**config.mk**
```make
export PLATFORM = sky130hd
export DESIGN_NAME = deadline_timer_slot_table
export DESIGN_NICKNAME = d
export VERILOG_FILES = /design/src/design/dtt_pkg.sv /design/src/design/dtt_ram.sv /design/src/design/deadline_timer_slot_table.sv
export SDC_FILE = /design/constraint.sdc
export NUM_CORES = 2
export LEC_CHECK = 0
export CORE_ASPECT_RATIO = 1.75
export CORE_UTILIZATION = 40
export CTS_CLUSTER_DIAMETER = 60
export DETAILED_ROUTE_END_ITERATION = 12
export DONT_BUFFER_PORTS = 1
export GPL_TIMING_DRIVEN = 0
export PLACE_DENSITY = 0.55
export SLEW_MARGIN = 10
export SYNTH_ARGS = -nofsm -noshare
export SYNTH_HDL_FRONTEND = slang
export SYNTH_HIERARCHICAL = 1
export SYNTH_SLANG_ARGS = --single-unit
```
**constraint.sdc**
```tcl
create_clock -name clk -period 16.25 [get_ports clk]
set_input_delay 0.8125 -clock clk [delete_from_list [all_inputs] [get_ports clk]]
set_output_delay 0.8125 -clock clk [all_outputs]
set_load 0.03 [all_outputs]
```
**src/design/dtt_pkg.sv**
```systemverilog
`default_nettype none

package dtt_pkg;

    localparam int NUM_SLOTS_DEF = 16;

    localparam int HANDLE_W   = 32;
    localparam int DEADLINE_W = 64;
    localparam int TAG_W      = 16;
    localparam int CONTEXT_W  = 32;

    // stream word widths
    localparam int S_TDATA_W = 144;
    localparam int M_TDATA_W = 152;
    localparam int M_PAD_W   = 6;
    localparam int TUSER_W   = 2;

    typedef enum logic [1:0] {
        OP_SCHEDULE = 2'd0,
        OP_CANCEL   = 2'd1,
        OP_EVENT    = 2'd2,
        OP_STATUS   = 2'd3
    } op_t;

    typedef enum logic [1:0] {
        KIND_SCHED_REPLY  = 2'd0,
        KIND_CANCEL_REPLY = 2'd1,
        KIND_FIRED        = 2'd2,
        KIND_EVENT_DONE   = 2'd3
    } kind_t;

    // one row of the slot memory
    typedef struct packed {
        logic [HANDLE_W-1:0]   handle;
        logic [DEADLINE_W-1:0] deadline;
        logic [TAG_W-1:0]      handler;
        logic [CONTEXT_W-1:0]  context_word;
    } slot_entry_t;

    localparam int ENTRY_W = $bits(slot_entry_t);

endpackage

`default_nettype wire

```
**src/design/dtt_ram.sv**
```systemverilog
`default_nettype none

module dtt_ram #(
    parameter int WIDTH = 8,
    parameter int DEPTH = 16,
    parameter int ADDR_W = (DEPTH > 1) ? $clog2(DEPTH) : 1
) (
    input  wire logic              clk,
    input  wire logic              wr_en,
    input  wire logic [ADDR_W-1:0] wr_addr,
    input  wire logic [WIDTH-1:0]  wr_data,
    input  wire logic [ADDR_W-1:0] rd_addr,
    output logic      [WIDTH-1:0]  rd_data
);

    logic [WIDTH-1:0] mem [DEPTH];

    always_ff @(posedge clk)
    begin
        if (wr_en)
        begin
            mem[wr_addr] <= wr_data;
        end
        rd_data <= mem[rd_addr];
    end

endmodule

`default_nettype wire

```
**src/design/deadline_timer_slot_table.sv**
```systemverilog
// Channel   Dir  Handshake              Payload
// s_axis    in   tvalid/tready          tuser: operation; tdata: time, handle, tag, context
// m_axis    out  tvalid/tready/tlast    tuser: kind; tdata: handle .. arm deadline
//
// Steps: an item is accepted, then one pass of the slot memory finds/cancels/fires,
// a turnaround restarts the read, one pass finds the earliest deadline, and the
// reply follows. Refused requests and status skip the first pass and the turnaround.
// Both passes are paced by the slot memory's single read port, one slot a cycle bar stalls.
// Reset: valid bits cleared at once, next handle = 1; the slot memory needs no clearing.
// Stalls: a fired word waiting on m_axis holds the scan at the next due slot;
// the final word sits in the output register while the next item is already accepted.
`default_nettype none

module deadline_timer_slot_table
    import dtt_pkg::*;
#(
    parameter int NUM_SLOTS = NUM_SLOTS_DEF
) (
    input  wire logic                 clk,
    input  wire logic                 rst_n,

    input  wire logic                 s_axis_tvalid,
    output logic                      s_axis_tready,
    // [63:0] time_value, [95:64] handle_in, [111:96] handler_tag, [143:112] context_in
    input  wire logic [S_TDATA_W-1:0] s_axis_tdata,
    // [1:0] operation
    input  wire logic [TUSER_W-1:0]   s_axis_tuser,

    output logic                      m_axis_tvalid,
    input  wire logic                 m_axis_tready,
    // [31:0] handle_out, [32] success, [48:33] handler_out, [80:49] context_out,
    // [81] armed, [145:82] arm_deadline, [151:146] zero
    output logic [M_TDATA_W-1:0]      m_axis_tdata,
    // [1:0] kind
    output logic [TUSER_W-1:0]        m_axis_tuser,
    output logic                      m_axis_tlast
);

    localparam int IDX_W = (NUM_SLOTS > 1) ? $clog2(NUM_SLOTS) : 1;
    localparam logic [IDX_W-1:0] LAST_IDX = IDX_W'(NUM_SLOTS - 1);

    // one-hot sequencer
    typedef enum logic [4:0] {
        S_IDLE = 5'b00001,  // waiting for a word
        S_SCAN = 5'b00010,  // first pass: allocate / cancel / fire
        S_PREP = 5'b00100,  // restart read at slot 0
        S_MIN  = 5'b01000,  // second pass: earliest deadline
        S_DONE = 5'b10000   // final reply
    } state_t;

    state_t state_reg, state_next;
    logic [IDX_W-1:0]     idx_reg, idx_next;
    logic [NUM_SLOTS-1:0] valid_reg, valid_next;
    logic [HANDLE_W-1:0]  next_handle_reg, next_handle_next;

    // latched request
    op_t                   op_reg, op_next;
    logic [DEADLINE_W-1:0] tv_reg, tv_next;
    logic [HANDLE_W-1:0]   hin_reg, hin_next;
    logic [TAG_W-1:0]      tag_reg, tag_next;
    logic [CONTEXT_W-1:0]  ctx_reg, ctx_next;

    // per-item results
    logic [HANDLE_W-1:0]   hres_reg, hres_next;
    logic                  ok_reg, ok_next;
    logic [DEADLINE_W-1:0] min_reg, min_next;

    // output register
    logic                  out_valid_reg, out_valid_next;
    kind_t                 out_kind_reg, out_kind_next;
    logic [HANDLE_W-1:0]   out_handle_reg, out_handle_next;
    logic                  out_success_reg, out_success_next;
    logic [TAG_W-1:0]      out_handler_reg, out_handler_next;
    logic [CONTEXT_W-1:0]  out_context_reg, out_context_next;
    logic                  out_armed_reg, out_armed_next;
    logic [DEADLINE_W-1:0] out_deadline_reg, out_deadline_next;
    logic                  out_last_reg, out_last_next;

    logic                  accept;
    logic                  out_free;
    logic                  last_slot;
    logic [HANDLE_W-1:0]   alloc_handle;
    logic                  is_armed;
    op_t                   in_op;
    logic [TAG_W-1:0]      in_tag;
    logic [HANDLE_W-1:0]   in_hin;

    logic                  ram_wr_en;
    logic [ENTRY_W-1:0]    ram_wr_data;
    logic [ENTRY_W-1:0]    ram_rd_data;
    slot_entry_t           rd_entry;
    slot_entry_t           wr_entry;

    // rd_data always holds the row of idx_reg: the read address is idx_next
    dtt_ram #(
        .WIDTH (ENTRY_W),
        .DEPTH (NUM_SLOTS),
        .ADDR_W(IDX_W)
    ) u_slot_ram (
        .clk    (clk),
        .wr_en  (ram_wr_en),
        .wr_addr(idx_reg),
        .wr_data(ram_wr_data),
        .rd_addr(idx_next),
        .rd_data(ram_rd_data)
    );

    assign rd_entry    = slot_entry_t'(ram_rd_data);
    assign ram_wr_data = ENTRY_W'(wr_entry);

    assign wr_entry.handle       = alloc_handle;
    assign wr_entry.deadline     = tv_reg;
    assign wr_entry.handler      = tag_reg;
    assign wr_entry.context_word = ctx_reg;

    assign s_axis_tready = (state_reg == S_IDLE);
    assign accept        = s_axis_tvalid && s_axis_tready;
    assign out_free      = !out_valid_reg || m_axis_tready;
    assign last_slot     = (idx_reg == LAST_IDX);

    assign in_op  = op_t'(s_axis_tuser);
    assign in_hin = s_axis_tdata[95:64];
    assign in_tag = s_axis_tdata[111:96];

    // the counter skips zero
    assign alloc_handle = (next_handle_reg == '0) ? HANDLE_W'(1) : next_handle_reg;
    assign is_armed     = (min_reg != '1);

    always_comb
    begin
        state_next        = state_reg;
        idx_next          = idx_reg;
        valid_next        = valid_reg;
        next_handle_next  = next_handle_reg;
        op_next           = op_reg;
        tv_next           = tv_reg;
        hin_next          = hin_reg;
        tag_next          = tag_reg;
        ctx_next          = ctx_reg;
        hres_next         = hres_reg;
        ok_next           = ok_reg;
        min_next          = min_reg;
        out_kind_next     = out_kind_reg;
        out_handle_next   = out_handle_reg;
        out_success_next  = out_success_reg;
        out_handler_next  = out_handler_reg;
        out_context_next  = out_context_reg;
        out_armed_next    = out_armed_reg;
        out_deadline_next = out_deadline_reg;
        out_last_next     = out_last_reg;
        out_valid_next    = out_valid_reg && !m_axis_tready;
        ram_wr_en         = 1'b0;

        case (state_reg)
            S_IDLE:
            begin
                idx_next = '0;
                if (accept)
                begin
                    op_next   = in_op;
                    tv_next   = s_axis_tdata[63:0];
                    hin_next  = in_hin;
                    tag_next  = in_tag;
                    ctx_next  = s_axis_tdata[143:112];
                    hres_next = '0;
                    ok_next   = 1'b0;
                    min_next  = '1;
                    case (in_op)
                        OP_SCHEDULE: state_next = (in_tag != '0) ? S_SCAN : S_MIN;
                        OP_CANCEL:   state_next = (in_hin != '0) ? S_SCAN : S_MIN;
                        OP_EVENT:    state_next = S_SCAN;
                        default:     state_next = S_MIN;
                    endcase
                end
            end

            S_SCAN:
            begin
                case (op_reg)
                    OP_SCHEDULE:
                    begin
                        if (!valid_reg[idx_reg])
                        begin
                            ram_wr_en           = 1'b1;
                            valid_next[idx_reg] = 1'b1;
                            hres_next           = alloc_handle;
                            next_handle_next    = alloc_handle + HANDLE_W'(1);
                            state_next          = S_PREP;
                        end
                        else if (last_slot)
                        begin
                            state_next = S_PREP;
                        end
                        else
                        begin
                            idx_next = idx_reg + IDX_W'(1);
                        end
                    end

                    OP_CANCEL:
                    begin
                        if (valid_reg[idx_reg] && rd_entry.handle == hin_reg)
                        begin
                            valid_next[idx_reg] = 1'b0;
                            ok_next             = 1'b1;
                            state_next          = S_PREP;
                        end
                        else if (last_slot)
                        begin
                            state_next = S_PREP;
                        end
                        else
                        begin
                            idx_next = idx_reg + IDX_W'(1);
                        end
                    end

                    OP_EVENT:
                    begin
                        if (valid_reg[idx_reg] && rd_entry.deadline <= tv_reg)
                        begin
                            // due slot: hold here until the output register frees up
                            if (out_free)
                            begin
                                valid_next[idx_reg] = 1'b0;
                                out_valid_next      = 1'b1;
                                out_kind_next       = KIND_FIRED;
                                out_handle_next     = rd_entry.handle;
                                out_success_next    = 1'b0;
                                out_handler_next    = rd_entry.handler;
                                out_context_next    = rd_entry.context_word;
                                out_armed_next      = 1'b0;
                                out_deadline_next   = '0;
                                out_last_next       = 1'b0;
                                if (last_slot)
                                begin
                                    state_next = S_PREP;
                                end
                                else
                                begin
                                    idx_next = idx_reg + IDX_W'(1);
                                end
                            end
                        end
                        else if (last_slot)
                        begin
                            state_next = S_PREP;
                        end
                        else
                        begin
                            idx_next = idx_reg + IDX_W'(1);
                        end
                    end

                    default:
                    begin
                        state_next = S_PREP;
                    end
                endcase
            end

            S_PREP:
            begin
                idx_next   = '0;
                state_next = S_MIN;
            end

            S_MIN:
            begin
                if (valid_reg[idx_reg] && rd_entry.deadline < min_reg)
                begin
                    min_next = rd_entry.deadline;
                end
                if (last_slot)
                begin
                    state_next = S_DONE;
                end
                else
                begin
                    idx_next = idx_reg + IDX_W'(1);
                end
            end

            S_DONE:
            begin
                if (out_free)
                begin
                    out_valid_next    = 1'b1;
                    out_handler_next  = '0;
                    out_context_next  = '0;
                    out_armed_next    = is_armed;
                    out_deadline_next = is_armed ? min_reg : '0;
                    out_last_next     = 1'b1;
                    case (op_reg)
                        OP_SCHEDULE:
                        begin
                            out_kind_next    = KIND_SCHED_REPLY;
                            out_handle_next  = hres_reg;
                            out_success_next = (hres_reg != '0);
                        end
                        OP_CANCEL:
                        begin
                            out_kind_next    = KIND_CANCEL_REPLY;
                            out_handle_next  = '0;
                            out_success_next = ok_reg;
                        end
                        default:
                        begin
                            out_kind_next    = KIND_EVENT_DONE;
                            out_handle_next  = '0;
                            out_success_next = 1'b0;
                        end
                    endcase
                    idx_next   = '0;
                    state_next = S_IDLE;
                end
            end

            default:
            begin
                idx_next   = '0;
                state_next = S_IDLE;
            end
        endcase
    end

    always_ff @(posedge clk or negedge rst_n)
    begin
        if (!rst_n)
        begin
            state_reg       <= S_IDLE;
            idx_reg         <= '0;
            valid_reg       <= '0;
            next_handle_reg <= HANDLE_W'(1);
            out_valid_reg   <= 1'b0;
        end
        else
        begin
            state_reg       <= state_next;
            idx_reg         <= idx_next;
            valid_reg       <= valid_next;
            next_handle_reg <= next_handle_next;
            out_valid_reg   <= out_valid_next;
        end
    end

    always_ff @(posedge clk)
    begin
        op_reg           <= op_next;
        tv_reg           <= tv_next;
        hin_reg          <= hin_next;
        tag_reg          <= tag_next;
        ctx_reg          <= ctx_next;
        hres_reg         <= hres_next;
        ok_reg           <= ok_next;
        min_reg          <= min_next;
        out_kind_reg     <= out_kind_next;
        out_handle_reg   <= out_handle_next;
        out_success_reg  <= out_success_next;
        out_handler_reg  <= out_handler_next;
        out_context_reg  <= out_context_next;
        out_armed_reg    <= out_armed_next;
        out_deadline_reg <= out_deadline_next;
        out_last_reg     <= out_last_next;
    end

    assign m_axis_tvalid = out_valid_reg;
    assign m_axis_tuser  = out_kind_reg;
    assign m_axis_tlast  = out_last_reg;
    assign m_axis_tdata  = {{M_PAD_W{1'b0}}, out_deadline_reg, out_armed_reg,
                            out_context_reg, out_handler_reg, out_success_reg,
                            out_handle_reg};

    // a fired timer is never the closing word of an item
    assert property (@(posedge clk) disable iff (!rst_n)
        m_axis_tvalid && m_axis_tuser == KIND_FIRED |-> !m_axis_tlast)
    else $error("fired word marked last");

    // allocation only lands in a free slot
    assert property (@(posedge clk) disable iff (!rst_n)
        ram_wr_en |-> !valid_reg[idx_reg] && state_reg == S_SCAN)
    else $error("schedule overwrote a live slot");

    // a successful schedule reply never carries handle zero
    assert property (@(posedge clk) disable iff (!rst_n)
        m_axis_tvalid && m_axis_tuser == KIND_SCHED_REPLY && m_axis_tdata[32]
        |-> m_axis_tdata[31:0] != '0)
    else $error("zero handle granted");

    // an accepted word always starts work
    assert property (@(posedge clk) disable iff (!rst_n)
        s_axis_tvalid && s_axis_tready |=> state_reg != S_IDLE)
    else $error("accepted word dropped");

endmodule

`default_nettype wire
```
==> results.cfg <==
[route]
wl_per_cell_um = 31.7
viasPerCell = 5.64
drc_errors = 0
drt.antenna.violating_nets = 0
vias = 55900
first_pass_iters = 6
drt-total-wl_um = 314000
drtIter0Drc = 5651

[final_layout]
max_flop_register = u_slot_ram/mem
area_growth_pct = 16.7
seqCellArea_um2 = 85300
final_util_pct = 47.1
num-nets-final = 6355
largest_reg_flops = 2304
multi_input_area_um2 = 23400
drive_gt1_share_pct = 22.8
reg_top3 = u_slot_ram/mem x2304, u_slot_ram/rd_data x144
n_fill_cell = 22800

[run_status]
status = completed

[worst_setup_path]
end_kind = flop
cp-start-kind = flop
arrival_ns = 9.16
critPathKind = flop to flop
crit_required_ns = 16.77
cp_max_fo = 17

[sta]
fin_ws_ns = 7.61
finalHoldViolCount = 0
relSlewSlack_pct = 1.54
tightestPinTransition_ns = 1.48
setup_viol = 0
min_period_ns = 8.64
rsz0062_at_grt = no
fin_skew_ns = 0.0683
period_share_pct = 53.2
maxSlewViolCount = 0
clock.fmax_mhz = 116

[global_routing]
grt_max_degree = 62
grt_pass1_vias = 58300
antenna_found_initial = 76
grt_pass1_wl_um = 439000
grt_use_total_pct = 22.4
grt.overflow.total = 0

[place]
place_congestion = 0.849
port_buffers = 0
dp.final_hpwl_um = 217000
place_ws_ns = 7.83

[floorplan]
core.rowCount = 254
ios = 307
start_util_pct = 40.3
die_h_um = 697
die_w_um = 399
die_area_um2 = 278000
core_region_area_um2 = 274000

[synth]
ys.flop_type = edfxtp_1
synth_area_per_cell_um2 = 20.3
synth_area_um2 = 110000
synth_edf_count = 2696
synth.distinct_cells = 76
yosysWarningCount = 6
synth-seq-cells = 2898
ys_seq_area_share_pct = 77.2
syn_inst = 5442
async_reset_ff_share_pct = 2.00

[clock_tree]
clockBufferDepth = 4
root_buffer = clkbuf_16
cts_tree = done
cts_buffers = 277
cts_sinks = 2898
htree_levels = 5
insertion_delay_ns = 0.87
clk_pin_slew_ns = 0.07
cts.repair.resized = 0

[pwr]
power_leakage_nw = 42.6
power_density_nw_per_um2 = 151
max-vdd-ir-drop_mv = 0.0932

[worst_hold_path]
hp-class = primary input to flop

[flow_run]
max-cap-violations = 0
-- metrics by stage --
step                      area (um^2)  TNS (ns)  total power, W  std cells  hold WS (ns)
after global routing           129000         0          0.0202       9888        0.0268
after detailed placement       119000         0          0.0133       9249         0.492
after global placement         115000  -9935.34          0.0132       9031         0.491
after CTS                      129000         0          0.0197       9872      0.000167
final                          129000         0          0.0195       9909        0.0624
after floorplan                111000         0          0.0118       5447         0.478
-- critical path: stages, from the launching register on --
cell,delay [ns]
edfxtp_1,0.76
inv_1,0.50
ha_1,0.45
nand4_1,0.15
or4_1,0.65
nand4b_1,0.37
a31oi_1,0.74
nor4_1,0.36
a21o_1,0.33
a311o_1,0.38
a21oi_1,0.44
buf_4,0.30
buf_2,0.36
clkbuf_1,1.00
mux4_2,0.43
a22oi_1,0.41
o21ai_0,0.62
-- placed cells by master, fill, tap and decap left out, types with 15 or more instances in the layout --
cell type / instances
nand4_1: 72
buf_12: 88
edfxtp_1: 2696
nand3_1: 53
xor2_1: 40
clkbuf_1: 175
clkbuf_8: 19
inv_1: 162
a22oi_1: 249
and2_1: 146
clkinvlp_4: 17
dfxtp_1: 144
dlygate4sd3_1: 122
xnor2_1: 22
clkinv_2: 49
diode_2: 37
nand2_1: 219
dfrtp_1: 56
o21ai_0: 41
nor2_1: 37
mux4_2: 545
buf_2: 103
nand2b_1: 85
ha_1: 138
a21oi_1: 56
o221ai_1: 23
clkinv_1: 38
bufinv_16: 17
clkbuf_16: 284
inv_6: 15
buf_6: 43
buf_4: 90
nor2b_1: 40
mux2i_1: 43
a21o_1: 26
nor4_1: 46
mux2_2: 64
buf_16: 34
-- power breakdown --
group | switching (W) | total, W | internal, W | leakage, nW
logic | 0.00214 | 0.00380 | 0.00166 | 11.7
clock network | 0.00282 | 0.00641 | 0.00359 | 4.32
registers | 0.000505 | 0.00927 | 0.00877 | 26.5
total | 0.00546 | 0.0195 | 0.0140 | 42.6
-- area by class of cell --
type,count,share of cell area (%)
inverters,165,0.486
plain buffers,287,1.10
well taps,3584,3.48
multi-input cells,2097,18.1
repair buffers,341,3.70
flip-flops and latches,2898,66.2
clock inverters,145,1.00
diodes,37,0.0718
clock buffers,355,5.87
-- kinds of logic (layout without fill, tap and decap cells) --
| family | Yosys count | after routing | share of synthesized area, % |
|---|---|---|---|
| buf+inv | 452 | 1293 | 1.83 |
| simple gates | 762 | 762 | 3.68 |
| compound gates | 477 | 477 | 3.09 |
| fa+ha+maj | 138 | 138 | 1.56 |
| flops | 2898 | 2898 | 77.2 |
| mux | 652 | 652 | 12.2 |
| xor+xnor | 62 | 62 | 0.491 |
| other cells | 1 | 43 | 0.00339 |
-- path summary, 6_finish.rpt --
| check | slack, ns | to | start | depth (start not counted) |
|---|---|---|---|---|
| max | 7.61 | u_slot_ram/rd_data[88] | tv_reg[53] | 16 |
| min | 0.06 | tv_reg[54] | s_axis_tdata[54] | 0 |
| max reg2reg | 7.61 | u_slot_ram/rd_data[88] | tv_reg[53] | 16 |
| min reg2reg | 0.50 | out_context_reg[5] | u_slot_ram/rd_data[5] | 1 |
| max in group asynchronous | 15.43 | state_reg[0] | rst_n | 2 |
| min in group asynchronous | 0.53 | state_reg[2] | rst_n | 2 |
-- metal layers --
| layer | track usage (%) | share of wire [%] | vias up |
|---|---|---|---|
| li1 | - | - | 23400 |
| met1 | 28.8 | 39 | 29800 |
| met2 | 38.6 | 51 | 2105 |
| met3 | 3.91 | 6.7 | 506 |
| met4 | 6.77 | 3.0 | 44 |
| met5 | 0 | 0.091 | - |
-- cell usage after synthesis, types with 45 or more instances --
library cell	instances	area [um^2]
a21oi_1	56	280
mux4_2	545	12300
ha_1	138	1730
a22oi_1	249	1870
o21ai_0	45	225
buf_2	102	510
inv_1	163	612
dfrtp_1	56	1400
clkbuf_1	137	514
nor2_1	52	195
mux2_2	64	721
nor4_1	47	294
nand3_1	53	265
dfxtp_1	144	2880
nand2_1	219	822
and2_1	146	913
nand2b_1	85	532
edfxtp_1	2696	81000
nand4_1	72	450
-- repair_timing --
action	4_1_cts	5_1_grt
hold buffers	123	0
hold endpoints to repair	179	0
buffers inserted	0	0
endpoints found under the setup margin	0	0
Note: power is estimated with default switching activity, not from simulation.
